===== src/design/tmst_pkg.sv =====
// Shared types, codes and helpers for the tagged mailbox slot table.
// Used by tmst_cell and tagged_mailbox_slot_table_core; depends on nothing.
package tmst_pkg;

  // Default configuration, handed down through the top-level parameters.
  localparam int SLOT_COUNT_DEF   = 8;
  localparam int TASK_ID_BITS_DEF = 8;

  // Fixed field widths on the stream ports.
  localparam int TASK_ID_W  = 8;
  localparam int MSG_DATA_W = 32;
  localparam int MSG_SIZE_W = 3;
  localparam int STATUS_W   = 2;
  localparam int OPCODE_W   = 2;

  // Largest byte count a slot holds.
  localparam logic [MSG_SIZE_W-1:0] MAX_BYTES = 3'd4;

  typedef enum logic [OPCODE_W-1:0] {
    OP_SEND  = 2'd0,
    OP_READ  = 2'd1,
    OP_QUERY = 2'd2
  } tmst_op_t;

  typedef enum logic [STATUS_W-1:0] {
    STAT_DONE = 2'd0,
    STAT_FULL = 2'd1,
    STAT_NONE = 2'd2
  } tmst_status_t;

  // Control part of the request token that walks down the row of slots.
  typedef struct packed {
    logic     vld;   // a request occupies this stage
    tmst_op_t op;    // requested operation
    logic     done;  // an earlier slot already took the send or the read
    logic     hit;   // an earlier slot is addressed to the task after update
  } tmst_ctrl_t;

  // Keeps the low n bytes of a word.
  function automatic logic [MSG_DATA_W-1:0] byte_mask(input logic [MSG_SIZE_W-1:0] n);
    logic [MSG_DATA_W-1:0] m;
    unique case (n)
      3'd0:    m = 32'h0000_0000;
      3'd1:    m = 32'h0000_00FF;
      3'd2:    m = 32'h0000_FFFF;
      3'd3:    m = 32'h00FF_FFFF;
      default: m = 32'hFFFF_FFFF;
    endcase
    return m;
  endfunction

endpackage


===== src/design/tagged_mailbox_slot_table_core.sv =====
// Top level of the tagged mailbox slot table: a row of tmst_cell slots and
// the result register. Depends on tmst_pkg and tmst_cell.
//
// Usage: each request beat on the in_ stream carries an opcode in in_tuser
// (send, read and remove, or query) and a task id, message word and byte
// count in in_tdata. Every request gives exactly one result beat on the
// out_ stream with a status, the word and byte count of a message read, and
// a flag telling whether any slot is addressed to the task after the request.
//
// The request travels down the row of slots as a token, one slot per cycle while
// the row is not frozen. Each slot sees the token only after the request ahead of
// it has left, so it always sees the state that the earlier request left behind. A send
// claims the first free slot it passes, a read empties the first slot owned
// by its task, and both mark the token done so later slots leave it alone.
// The row is a pipeline, so one request is taken every cycle while no result waits
// with out_tready held low.
//
// When the receiver holds out_tready low while a result waits, the whole row
// and the result register freeze and in_tready drops until the beat is taken.
// Reset frees every slot and empties the row; no result is pending after it.
module tagged_mailbox_slot_table_core import tmst_pkg::*; #(
  parameter int SLOT_COUNT   = SLOT_COUNT_DEF,
  parameter int TASK_ID_BITS = TASK_ID_BITS_DEF
) (
  input  logic        clk,
  input  logic        rst_n,
  input  logic        in_tvalid,
  output logic        in_tready,
  input  logic [47:0] in_tdata,   // task_id[7:0], msg_data[39:8], msg_size[42:40], zeros
  input  logic [1:0]  in_tuser,   // opcode[1:0]
  output logic        out_tvalid,
  input  logic        out_tready,
  output logic [39:0] out_tdata   // status[1:0], out_data[33:2], out_size[36:34],
                                  // has_message[37], zeros
);

  // Token stages; stage 0 is the incoming request, stage SLOT_COUNT leaves
  // the last slot.
  tmst_ctrl_t              ctrl_s  [0:SLOT_COUNT];
  logic [TASK_ID_BITS-1:0] id_s    [0:SLOT_COUNT];
  logic [MSG_DATA_W-1:0]   data_s  [0:SLOT_COUNT];
  logic [MSG_SIZE_W-1:0]   size_s  [0:SLOT_COUNT];
  logic [MSG_DATA_W-1:0]   rdata_s [0:SLOT_COUNT];
  logic [MSG_SIZE_W-1:0]   rsize_s [0:SLOT_COUNT];

  logic                  adv;
  logic [TASK_ID_W-1:0]  in_id;
  logic [MSG_DATA_W-1:0] in_data;
  logic [MSG_SIZE_W-1:0] in_size, sat_size;

  logic                  out_valid_r;
  tmst_status_t          out_status_r, status_nxt;
  logic [MSG_DATA_W-1:0] out_data_r;
  logic [MSG_SIZE_W-1:0] out_size_r;
  logic                  out_has_r;

  // The whole row moves whenever the result register is free or being taken.
  assign adv       = !out_valid_r || out_tready;
  assign in_tready = adv;

  assign in_id   = in_tdata[TASK_ID_W-1:0];
  assign in_data = in_tdata[TASK_ID_W +: MSG_DATA_W];
  assign in_size = in_tdata[TASK_ID_W+MSG_DATA_W +: MSG_SIZE_W];

  // Counts above four bytes saturate; the word is masked once here so the
  // slots store and return it as is.
  assign sat_size = (in_size > MAX_BYTES) ? MAX_BYTES : in_size;

  always_comb begin
    // Task ids wider than the port are zero above it; narrower ones drop
    // the high bits of the port field.
    for (int b = 0; b < TASK_ID_BITS; b++) begin
      id_s[0][b] = (b < TASK_ID_W) ? in_id[b % TASK_ID_W] : 1'b0;
    end
    ctrl_s[0].vld  = in_tvalid && adv;
    ctrl_s[0].op   = tmst_op_t'(in_tuser);
    ctrl_s[0].done = 1'b0;
    ctrl_s[0].hit  = 1'b0;
    data_s[0]      = in_data & byte_mask(sat_size);
    size_s[0]      = sat_size;
    rdata_s[0]     = '0;
    rsize_s[0]     = '0;
  end

  for (genvar g = 0; g < SLOT_COUNT; g++) begin : g_slot
    tmst_cell #(
      .TASK_ID_BITS(TASK_ID_BITS)
    ) u_cell (
      .clk    (clk),
      .rst_n  (rst_n),
      .adv    (adv),
      .ctrl_i (ctrl_s[g]),
      .id_i   (id_s[g]),
      .data_i (data_s[g]),
      .size_i (size_s[g]),
      .rdata_i(rdata_s[g]),
      .rsize_i(rsize_s[g]),
      .ctrl_o (ctrl_s[g+1]),
      .id_o   (id_s[g+1]),
      .data_o (data_s[g+1]),
      .size_o (size_s[g+1]),
      .rdata_o(rdata_s[g+1]),
      .rsize_o(rsize_s[g+1])
    );
  end

  // A send or read token that reaches the end without being marked done failed: a send
  // found no free slot, or a read found no message. A send to task zero
  // stores nothing and still reports done.
  always_comb begin
    status_nxt = STAT_DONE;
    if (!ctrl_s[SLOT_COUNT].done) begin
      if ((ctrl_s[SLOT_COUNT].op == OP_SEND) && (id_s[SLOT_COUNT] != '0)) begin
        status_nxt = STAT_FULL;
      end else if (ctrl_s[SLOT_COUNT].op == OP_READ) begin
        status_nxt = STAT_NONE;
      end
    end
  end

  always_ff @(posedge clk) begin
    if (!rst_n) begin
      out_valid_r <= 1'b0;
    end else if (adv) begin
      out_valid_r <= ctrl_s[SLOT_COUNT].vld;
    end
  end

  always_ff @(posedge clk) begin
    if (adv) begin
      out_status_r <= status_nxt;
      out_data_r   <= rdata_s[SLOT_COUNT];
      out_size_r   <= rsize_s[SLOT_COUNT];
      out_has_r    <= ctrl_s[SLOT_COUNT].hit;
    end
  end

  assign out_tvalid = out_valid_r;
  assign out_tdata  = {2'b00, out_has_r, out_size_r, out_data_r, out_status_r};

`ifndef SYNTH
  // A failed request never returns message contents.
  a_fail_empty: assert property (@(posedge clk) disable iff (!rst_n)
    out_valid_r && (out_status_r != STAT_DONE) |-> (out_data_r == '0) && (out_size_r == '0))
    else $error("failed request returned message contents");

  // A stalled row keeps its first token in place.
  a_row_holds: assert property (@(posedge clk) disable iff (!rst_n)
    !adv |=> $stable(ctrl_s[1]))
    else $error("token moved while the row was stalled");

  // A token leaving the last slot always becomes a result beat.
  a_token_out: assert property (@(posedge clk) disable iff (!rst_n)
    adv && ctrl_s[SLOT_COUNT].vld |=> out_valid_r)
    else $error("token left the row without a result");
`endif

endmodule


===== src/design/tmst_cell.sv =====
// One mailbox slot: owner id, byte count and word, plus one stage of the
// request token that passes through it. Depends on tmst_pkg.
module tmst_cell import tmst_pkg::*; #(
  parameter int TASK_ID_BITS = TASK_ID_BITS_DEF
) (
  input  logic                    clk,
  input  logic                    rst_n,
  input  logic                    adv,
  input  tmst_ctrl_t              ctrl_i,
  input  logic [TASK_ID_BITS-1:0] id_i,
  input  logic [MSG_DATA_W-1:0]   data_i,
  input  logic [MSG_SIZE_W-1:0]   size_i,
  input  logic [MSG_DATA_W-1:0]   rdata_i,
  input  logic [MSG_SIZE_W-1:0]   rsize_i,
  output tmst_ctrl_t              ctrl_o,
  output logic [TASK_ID_BITS-1:0] id_o,
  output logic [MSG_DATA_W-1:0]   data_o,
  output logic [MSG_SIZE_W-1:0]   size_o,
  output logic [MSG_DATA_W-1:0]   rdata_o,
  output logic [MSG_SIZE_W-1:0]   rsize_o
);

  logic [TASK_ID_BITS-1:0] owner_r, owner_nxt;
  logic [MSG_DATA_W-1:0]   word_r;
  logic [MSG_SIZE_W-1:0]   bytes_r;

  tmst_ctrl_t              ctrl_r, ctrl_nxt;
  logic [TASK_ID_BITS-1:0] id_r;
  logic [MSG_DATA_W-1:0]   data_r, rdata_r, rdata_nxt;
  logic [MSG_SIZE_W-1:0]   size_r, rsize_r, rsize_nxt;

  logic id_valid, take_send, take_read;

  always_comb begin
    id_valid  = (id_i != '0);
    take_send = ctrl_i.vld && (ctrl_i.op == OP_SEND) && id_valid && !ctrl_i.done
                && (owner_r == '0);
    take_read = ctrl_i.vld && (ctrl_i.op == OP_READ) && id_valid && !ctrl_i.done
                && (owner_r == id_i);

    owner_nxt = owner_r;
    if (take_send) begin
      owner_nxt = id_i;
    end else if (take_read) begin
      owner_nxt = '0;
    end

    ctrl_nxt      = ctrl_i;
    ctrl_nxt.done = ctrl_i.done || take_send || take_read;
    ctrl_nxt.hit  = ctrl_i.hit || (id_valid && (owner_nxt == id_i));

    rdata_nxt = take_read ? word_r  : rdata_i;
    rsize_nxt = take_read ? bytes_r : rsize_i;
  end

  always_ff @(posedge clk) begin
    if (!rst_n) begin
      owner_r <= '0;
      ctrl_r  <= '0;
    end else if (adv) begin
      owner_r <= owner_nxt;
      ctrl_r  <= ctrl_nxt;
    end
  end

  always_ff @(posedge clk) begin
    if (adv) begin
      if (take_send) begin
        word_r  <= data_i;
        bytes_r <= size_i;
      end
      id_r    <= id_i;
      data_r  <= data_i;
      size_r  <= size_i;
      rdata_r <= rdata_nxt;
      rsize_r <= rsize_nxt;
    end
  end

  assign ctrl_o  = ctrl_r;
  assign id_o    = id_r;
  assign data_o  = data_r;
  assign size_o  = size_r;
  assign rdata_o = rdata_r;
  assign rsize_o = rsize_r;

endmodule


===== config.mk =====
export PLATFORM = sky130hd
export DESIGN_NAME = tagged_mailbox_slot_table_core
export DESIGN_NICKNAME = d
export VERILOG_FILES = /design/src/design/tmst_pkg.sv /design/src/design/tagged_mailbox_slot_table_core.sv /design/src/design/tmst_cell.sv
export SDC_FILE = /design/constraint.sdc
export NUM_CORES = 1
export LEC_CHECK = 0
export ABC_AREA = 1
export BUFFER_PORTS_ARGS = -buffer_cell sky130_fd_sc_hd__buf_4
export CAP_MARGIN = 20
export CORE_ASPECT_RATIO = 0.75
export CORE_MARGIN = 2
export CORE_UTILIZATION = 30
export CTS_CLUSTER_SIZE = 40
export DETAILED_ROUTE_END_ITERATION = 10
export SLEW_MARGIN = 20
export SYNTH_ARGS = -nofsm -noshare
export SYNTH_HDL_FRONTEND = slang
export SYNTH_HIERARCHICAL = 1
export SYNTH_SLANG_ARGS = --single-unit

===== constraint.sdc =====
create_clock -name clk -period 42.5 [get_ports clk]
set_input_delay 0 -clock clk [delete_from_list [all_inputs] [get_ports clk]]
set_output_delay 0 -clock clk [all_outputs]
set_load 0.1 [all_outputs]

==> results of run 1 <==
flip-flops by register name, summed over array words and instances (netlist names), 21 cells and up:
signal and cells:
g_slot.u_cell/word_r 256, g_slot.u_cell/id_o 64, g_slot.u_cell/data_o 224, g_slot.u_cell/bytes_r 24, g_slot.u_cell/rdata_o 256, g_slot.u_cell/ctrl_o 40, g_slot.u_cell/size_o 21, g_slot.u_cell/owner_r 64
out_data_r 32, g_slot.u_cell/rsize_o 24
power breakdown:
part	internal [mW]	leakage [nW]	total (mW)	switching, mW
combinational	0.0321	5.36	0.0853	0.0532
clock	0.471	1.53	0.837	0.365
sequential	1.14	10.2	1.16	0.0236
total	1.64	17.1	2.08	0.442
stage by stage:
stage,hold slack [ns],power (mW),utilization
after CTS,0.0185,2.11,0.353
after global placement,0.225,1.26,0.324
final,0.0876,2.08,0.353
after detailed placement,0.225,1.26,0.324
after global routing,0.0550,2.16,0.353
after floorplan,0.0989,1.23,-
metal layers:
metal	track usage	vias up	part of all wire
met5	0	-	0.00041
li1	-	9779	-
met3	0.0217	118	0.042
met1	0.167	9571	0.51
met4	0.0350	4	0.024
met2	0.161	347	0.43
what timing repair did:
action	in CTS	in global routing
hold buffers	53	0
hold endpoints to repair	127	0
buffers inserted	0	0
worst max-delay path, stage by stage (launching register included):
cell	delay [ns]
dfxtp_1	0.34
nand2_4	0.48
buf_4	0.82
buf_4	0.92
buf_4	0.94
path summary, 6_finish.rpt:
path | startpoint | slack, ns | endpoint | depth (start not counted)
min reg2reg | g_slot[6].u_cell/data_o[27] | 0.41 | g_slot[7].u_cell/word_r[27] | 0
max | out_tvalid | 38.38 | g_slot[3].u_cell/rdata_o[12] | 4
min | in_tdata[7] | 0.09 | g_slot[0].u_cell/id_o[7] | 2
max reg2reg | out_tvalid | 38.38 | g_slot[3].u_cell/rdata_o[12] | 4
layout by cell type, fill, tap and decap left out:
| master | count |
|---|---|
| nand4_1 | 32 |
| clkbuf_16 | 101 |
| nand2_1 | 315 |
| dfxtp_1 | 105 |
| clkbuf_8 | 12 |
| nor2_1 | 138 |
| clkinvlp_4 | 2 |
| nor2_4 | 8 |
| nand2_2 | 8 |
| inv_16 | 1 |
| dlygate4sd3_1 | 53 |
| nand3_1 | 96 |
| a41oi_1 | 8 |
| clkbuf_1 | 20 |
| nor3_1 | 33 |
| buf_4 | 103 |
| nand2_4 | 1 |
| inv_6 | 5 |
| nand3_4 | 8 |
| clkinv_4 | 5 |
| bufinv_16 | 2 |
| a21boi_0 | 2 |
| inv_8 | 1 |
| o21ai_0 | 176 |
| mux2_2 | 280 |
| buf_12 | 2 |
| conb_1 | 40 |
| clkinv_8 | 2 |
| edfxtp_1 | 907 |
| a21oi_1 | 104 |
| inv_1 | 301 |
| clkinv_2 | 13 |
| o2111ai_1 | 8 |
| nor3_4 | 1 |
| clkinv_1 | 25 |
| diode_2 | 1 |
| a21oi_2 | 1 |
final cells by class:
| cell class | instances | area [sq um] |
|---|---|---|
| Fill cell | 12100 | 82200 |
| Multi-Input combinational cell | 1259 | 7720 |
| Clock buffer | 133 | 2770 |
| Timing Repair Buffer | 158 | 1340 |
| Tap cell | 1667 | 2090 |
| Inverter | 309 | 1160 |
| Sequential cell | 1012 | 29300 |
| Antenna cell | 1 | 2.50 |
| Clock inverter | 48 | 355 |
==> results.cfg, run 1 <==
[floorplanning]
core_area_sq_um = 127000
initial_core_util = 0.303
fp-row-count = 113
die_h_um = 314
dieArea_sq_um = 131000
io_pins = 96
die_w_um = 418

[placed_design]
dp_slack_ns = 38.34
dpl.hpwl_mm = 44.1
numPortBuffers = 88
gp_congestion = 0.804
dp.cells = 4352
placed_cell_area_sq_um = 41100

[clocking]
clock_path_buffers = 3
cts_resized = 0
cts_buffers = 99
clock_latency_ns = 0.68
cts_root_buffer = clkbuf_16
cts_tree = yes
clk_pin_slew_ns = 0.06
h-tree-depth = 3
cts.sinks = 1012

[sta]
tns_ns = 0
relSlewSlack = 0.281
fin_skew_ns = 0.0307
fmax_ghz = 0.243
fin_crit_ns = 4.12
slew_violations = 0
setup_slack_ns = 38.38
rsz0062_at_grt = false
tightest_slew_ns = 1.08
setup_viol = 0
hold_viol_final = 0
period_share = 0.0968

[drt]
antenna_left = 0
avgViaCountPerCell = 4.32
vias = 19800
drt_iter0_markers = 1437
drtPass1Iterations = 7
drc = 0
wl_per_cell_um = 15.9
wl_mm = 73.0

[global_route]
grt_max_degree = 167
grt_pass1_wl_mm = 115
grt_pass1_vias = 19600
grt_overflow = 0
track_usage = 0.111
antenna_found_initial = 4

[critical_path]
cp.arrival_ns = 4.40
crit_path_start_kind = register
crit_type = reg -> reg
worstPathMaxFanout = 81
worstPathRequired_ns = 42.79
end_kind = register

[pwr]
p_leak_nw = 17.1
peakVddDrop_v = 0.0000330
powerDensity_nw_per_um2 = 46.5

[layout]
nNetsFinal = 2893
syn_to_final_growth_pct = 16.2
fin_area_sq_um = 44800
drive_above_1_share = 0.190
instances_no_fill = 4587

[run]
max_cap_viol_count = 0

[yosys]
netlist_instances = 2594
ys_warn_count = 6
synth_area_sq_um = 38500
syn_avg_cell_area_sq_um = 14.8

[status]
status = finished clean

[worst_hold_path]
hp-class = in -> reg
Power figures use the tool's default switching activity.
==> inputs of run 2 (changes only) <==
- clock period: 42.5 -> 4.24 ns (I/O delays scaled with it)
==> results.cfg, run 2 (synthesis results as in run 1) <==
[critical_path]
end_kind = output port
crit_type = reg -> out
worstPathRequired_ns = 4.24
worstPathMaxFanout = 170
cp_slowest_cell = buf_12
crit_path_start_kind = register
startpoint = out_tvalid
slowest_delay_ns = 0.65
regToRegStartpoint = g_slot[2].u_cell/owner_r[0]
cp.arrival_ns = 2.84
reg2reg_depth = 6
path_cells = nand2_8 > buf_12 > buf_4

[drt]
drc = 0
drtPass1Iterations = 5
antenna_left = 0
vias = 19500
avgViaCountPerCell = 4.24
wl_per_cell_um = 15.4
wl_mm = 70.7
drt_iter0_markers = 1455

[clocking]
h-tree-depth = 3
clock_latency_ns = 0.67
cts_buffers = 97
clk_pin_slew_ns = 0.07
cts.sinks = 1012
cts_hold_buf = 54
cts_root_buffer = clkbuf_16
cts_setup_buffers = 0
clock_path_buffers = 3
cts_resized = 0
cts_tree = yes

[global_route]
grt_max_degree = 171
grt_pass1_vias = 19300
grt.busiest_layer = met1
use_met3 = 0.0220
grt_pass1_wl_mm = 113
track_usage = 0.108
grtUsageMet1 = 0.160
grt_overflow = 0
use_met2 = 0.160
antenna_found_initial = 3

[layout]
seq_area_sq_um = 29300
nNetsFinal = 2892
drive_above_1_share = 0.192
multi_input_area_sq_um = 7730
syn_to_final_growth_pct = 16.3
fillerInstances = 12100
mostFrequentLayoutCells = 907 x edfxtp_1, 315 x nand2_1, 301 x inv_1
final_common_cell = edfxtp_1
n_antenna_cell = 0

[placed_design]
dpl.hpwl_mm = 43.4
numPortBuffers = 88
gp_congestion = 0.795
dp_slack_ns = 1.48

[sta]
tightest_slew_ns = 0.978
fmax_ghz = 0.352
fin_crit_ns = 2.84
hold_viol_final = 0
slew_violations = 0
fin_skew_ns = 0.0237
rsz0062_at_grt = false
setup_slack_ns = 1.40
relSlewSlack = 0.348
setup_viol = 0
period_share = 0.671

[pwr]
power_mw = 20.9
peakVddDrop_v = 0.000265
powerDensity_nw_per_um2 = 466
p_leak_nw = 17.1

[floorplanning]
core_area_sq_um = 127000
dieArea_sq_um = 131000
io_pins = 96
fp-row-count = 113
initial_core_util = 0.303
die_h_um = 314
die_w_um = 418

[worst_hold_path]
hp-class = in -> reg
min_from = in_tdata[5]
hold_depth = 2

[run]
max_cap_viol_count = 0

[status]
status = finished clean
-- run 2: changes by cell type in the layout (fill, tap and decap cells not counted), moves of 3 or more --
cell	delta
clkbuf_1	-3
clkbuf_16	-3
clkinv_2	+12
clkbuf_8	-11
clkinv_1	-3
bufinv_16	+6
-- run 2: power by group --
group	internal [mW]	switching, mW
Combinational	0.324	0.529
Clock	4.77	3.64
Sequential	11.4	0.233
Total	16.5	4.40
-- run 2: stage by stage --
step	cell area, sq um	hold WS, ns	TNS (ns)	utilization	std cells
finish	44800	0.108	0	0.353	4585
CTS	44800	0.0464	0	0.353	4584
detailed placement	41100	0.239	0	0.324	4351
global route	44800	0.0692	0	0.353	4585
global placement	41100	0.237	0	0.324	4350
floorplan	38800	0.0989	-115.71	-	2633
-- run 2: area by class of cell --
class	count	area share
Inverter	309	0.0261
Clock inverter	63	0.0128
Sequential cell	1012	0.655
Timing Repair Buffer	159	0.0308
Multi-Input combinational cell	1259	0.173
Clock buffer	116	0.0565
Tap cell	1667	0.0465
-- run 2: routing by layer --
metal	wire length, um	share of wire	vias to the layer above
met2	30400	0.43	331
met1	36000	0.51	9240
li1	-	-	9771
met4	1480	0.021	4
met3	2780	0.039	105
met5	26	0.00037	-
-- run 2: path summary, 6_finish.rpt --
kind,endpoint,slack (ns)
min,g_slot[0].u_cell/id_o[5],0.11
max reg2reg,g_slot[2].u_cell/word_r[10],1.51
max,in_tready,1.40
min reg2reg,out_data_r[0],0.40
-- run 2: critical path, delay by kind of cell (launching register included) --
kind,cells,cell delay (ns)
and+or+nand+nor,1,0.44
DFF,1,0.37
buffers and inverters,2,1.09
==> inputs of run 3 (changes only) <==
- ABC_AREA: 1 -> 0
- clock period: 4.24 -> 2.49 ns (I/O delays scaled with it)
==> results.cfg, run 3 <==
[status]
status = finished clean

[global_route]
antenna_found_initial = 2
grt_pass1_wl_mm = 113
track_usage = 0.107
grt_overflow = 0
use_met2 = 0.160
grt.busiest_layer = met2
grt_max_degree = 108
grt_pass1_vias = 19400
grtUsageMet1 = 0.157
use_met3 = 0.0206

[worst_hold_path]
hold_end = g_slot[0].u_cell/ctrl_o[4]
min_from = out_tready
hold_depth = 5
hp-class = in -> reg

[layout]
nNetsFinal = 2951
mostFrequentLayoutCells = 907 x edfxtp_1, 736 x nand2_1, 128 x nand2_2
final_common_cell = edfxtp_1
fillerInstances = 12100
final_core_utilization = 0.354
syn_to_final_growth_pct = 16.6
drive_above_1_share = 0.174
instances_no_fill = 4647

[placed_design]
numPortBuffers = 88
dp.cells = 4413
dpl.hpwl_mm = 45.0
gp_congestion = 0.756

[pwr]
powerDensity_nw_per_um2 = 780
p_leak_nw = 17.1
peakVddDrop_v = 0.000488

[clocking]
cts_resized = 0
cts_setup_buffers = 0
cts_buffers = 98
clock_latency_ns = 0.65
clock_path_buffers = 3
cts_hold_buf = 51
cts.sinks = 1012
h-tree-depth = 3
cts_tree = yes
clk_pin_slew_ns = 0.06
cts_root_buffer = clkbuf_16

[drt]
wl_mm = 70.0
avgViaCountPerCell = 4.23
drtPass1Iterations = 5
antenna_left = 0
wl_per_cell_um = 15.1
drt_iter0_markers = 1299
vias = 19600
drc = 0

[floorplanning]
die_h_um = 315
die_w_um = 418
dieArea_sq_um = 132000
io_pins = 96
initial_core_util = 0.304
core_area_sq_um = 127000
fp-row-count = 113

[critical_path]
path_cells = nor4_1 > and2_2 > nor3_1 > and2_4 > buf_12 > nand2_2 > nand2_2
crit_type = reg -> reg
reg2reg_depth = 7
end_kind = register
crit_path_start_kind = register
worstSetupPathDepth = 7
regToRegStartpoint = g_slot[1].u_cell/id_o[0]
path_buf_inv = 1
cp_slowest_cell = edfxtp_1
crit_top_cell = nand2_2
slowest_delay_ns = 0.51
worstPathRequired_ns = 2.88
rrSetupSlack_ns = 0.30
regToRegEndpoint = g_slot[2].u_cell/rdata_o[6]
worstPathMaxFanout = 36
cp.arrival_ns = 2.58
path_delay_family = simple AND/OR/NAND/NOR gates

[sta]
tns_ns = 0
fin_skew_ns = 0.0193
period_share = 0.878
tightest_slew_ns = 0.797
fin_crit_ns = 2.19
rsz0062_at_grt = false
slew_violations = 0
setup_viol = 0
fmax_ghz = 0.457
relSlewSlack = 0.469
hold_viol_final = 0
timing.hold.ws_ns = 0.0334

[run]
max_cap_viol_count = 0

[yosys]
netlist_instances = 2663
ys_warn_count = 6
synth_area_sq_um = 38600
syn_avg_cell_area_sq_um = 14.5
-- run 3: layout make-up --
cell class / count / area, sq um / area share
clock buffers: 127 / 2680 / 0.0594
flip-flops and latches: 1012 / 29300 / 0.652
clock inverters: 54 / 474 / 0.0105
well taps: 1667 / 2090 / 0.0463
multi-input cells: 1556 / 8380 / 0.186
diodes: 2 / 5.00 / 0.000111
repair buffers: 188 / 1900 / 0.0422
inverters: 41 / 154 / 0.00342
-- run 3: through the flow --
| step | power (mW) | setup slack (ns) | area (sq um) |
|---|---|---|---|
| 5_1_grt | 36.4 | 0.102 | 45000 |
| 4_1_cts | 35.6 | 0.266 | 45000 |
| 3_3_place_gp | 21.0 | 0.325 | 41400 |
| 2_1_floorplan | 20.5 | -4.55 | 38800 |
| 3_5_place_dp | 21.0 | 0.291 | 41400 |
| 6_report | 35.1 | 0.304 | 45000 |
-- run 3: power by group --
group / switching [mW] / internal [mW]
Clock: 6.12 / 8.32
Combinational: 0.700 / 0.403
Sequential: 0.359 / 19.2
-- run 3: how the worst max path moves through the flow --
stage,end,startpoint
after floorplan,g_slot[0].u_cell/bytes_r[0],out_tvalid
after global placement,g_slot[7].u_cell/owner_r[6],g_slot[6].u_cell/id_o[1]
after detailed placement,g_slot[1].u_cell/owner_r[1],g_slot[0].u_cell/id_o[1]
after CTS,g_slot[1].u_cell/owner_r[1],g_slot[0].u_cell/id_o[0]
after global routing,g_slot[1].u_cell/owner_r[3],g_slot[0].u_cell/id_o[0]
final,g_slot[2].u_cell/rdata_o[6],g_slot[1].u_cell/id_o[0]
-- run 3: tightest hold or removal path: stages --
cell      delay (ns)
buf_4           0.09
nand2b_4        0.20
and2_1          0.17
mux2i_1         0.07
nor2b_1         0.10
-- run 3: per-layer routing --
metal	wire length [um]	vias to the layer above
met1	35300	9225
met2	30200	346
met3	2830	133
met4	1640	4
met5	27	-
li1	-	9933
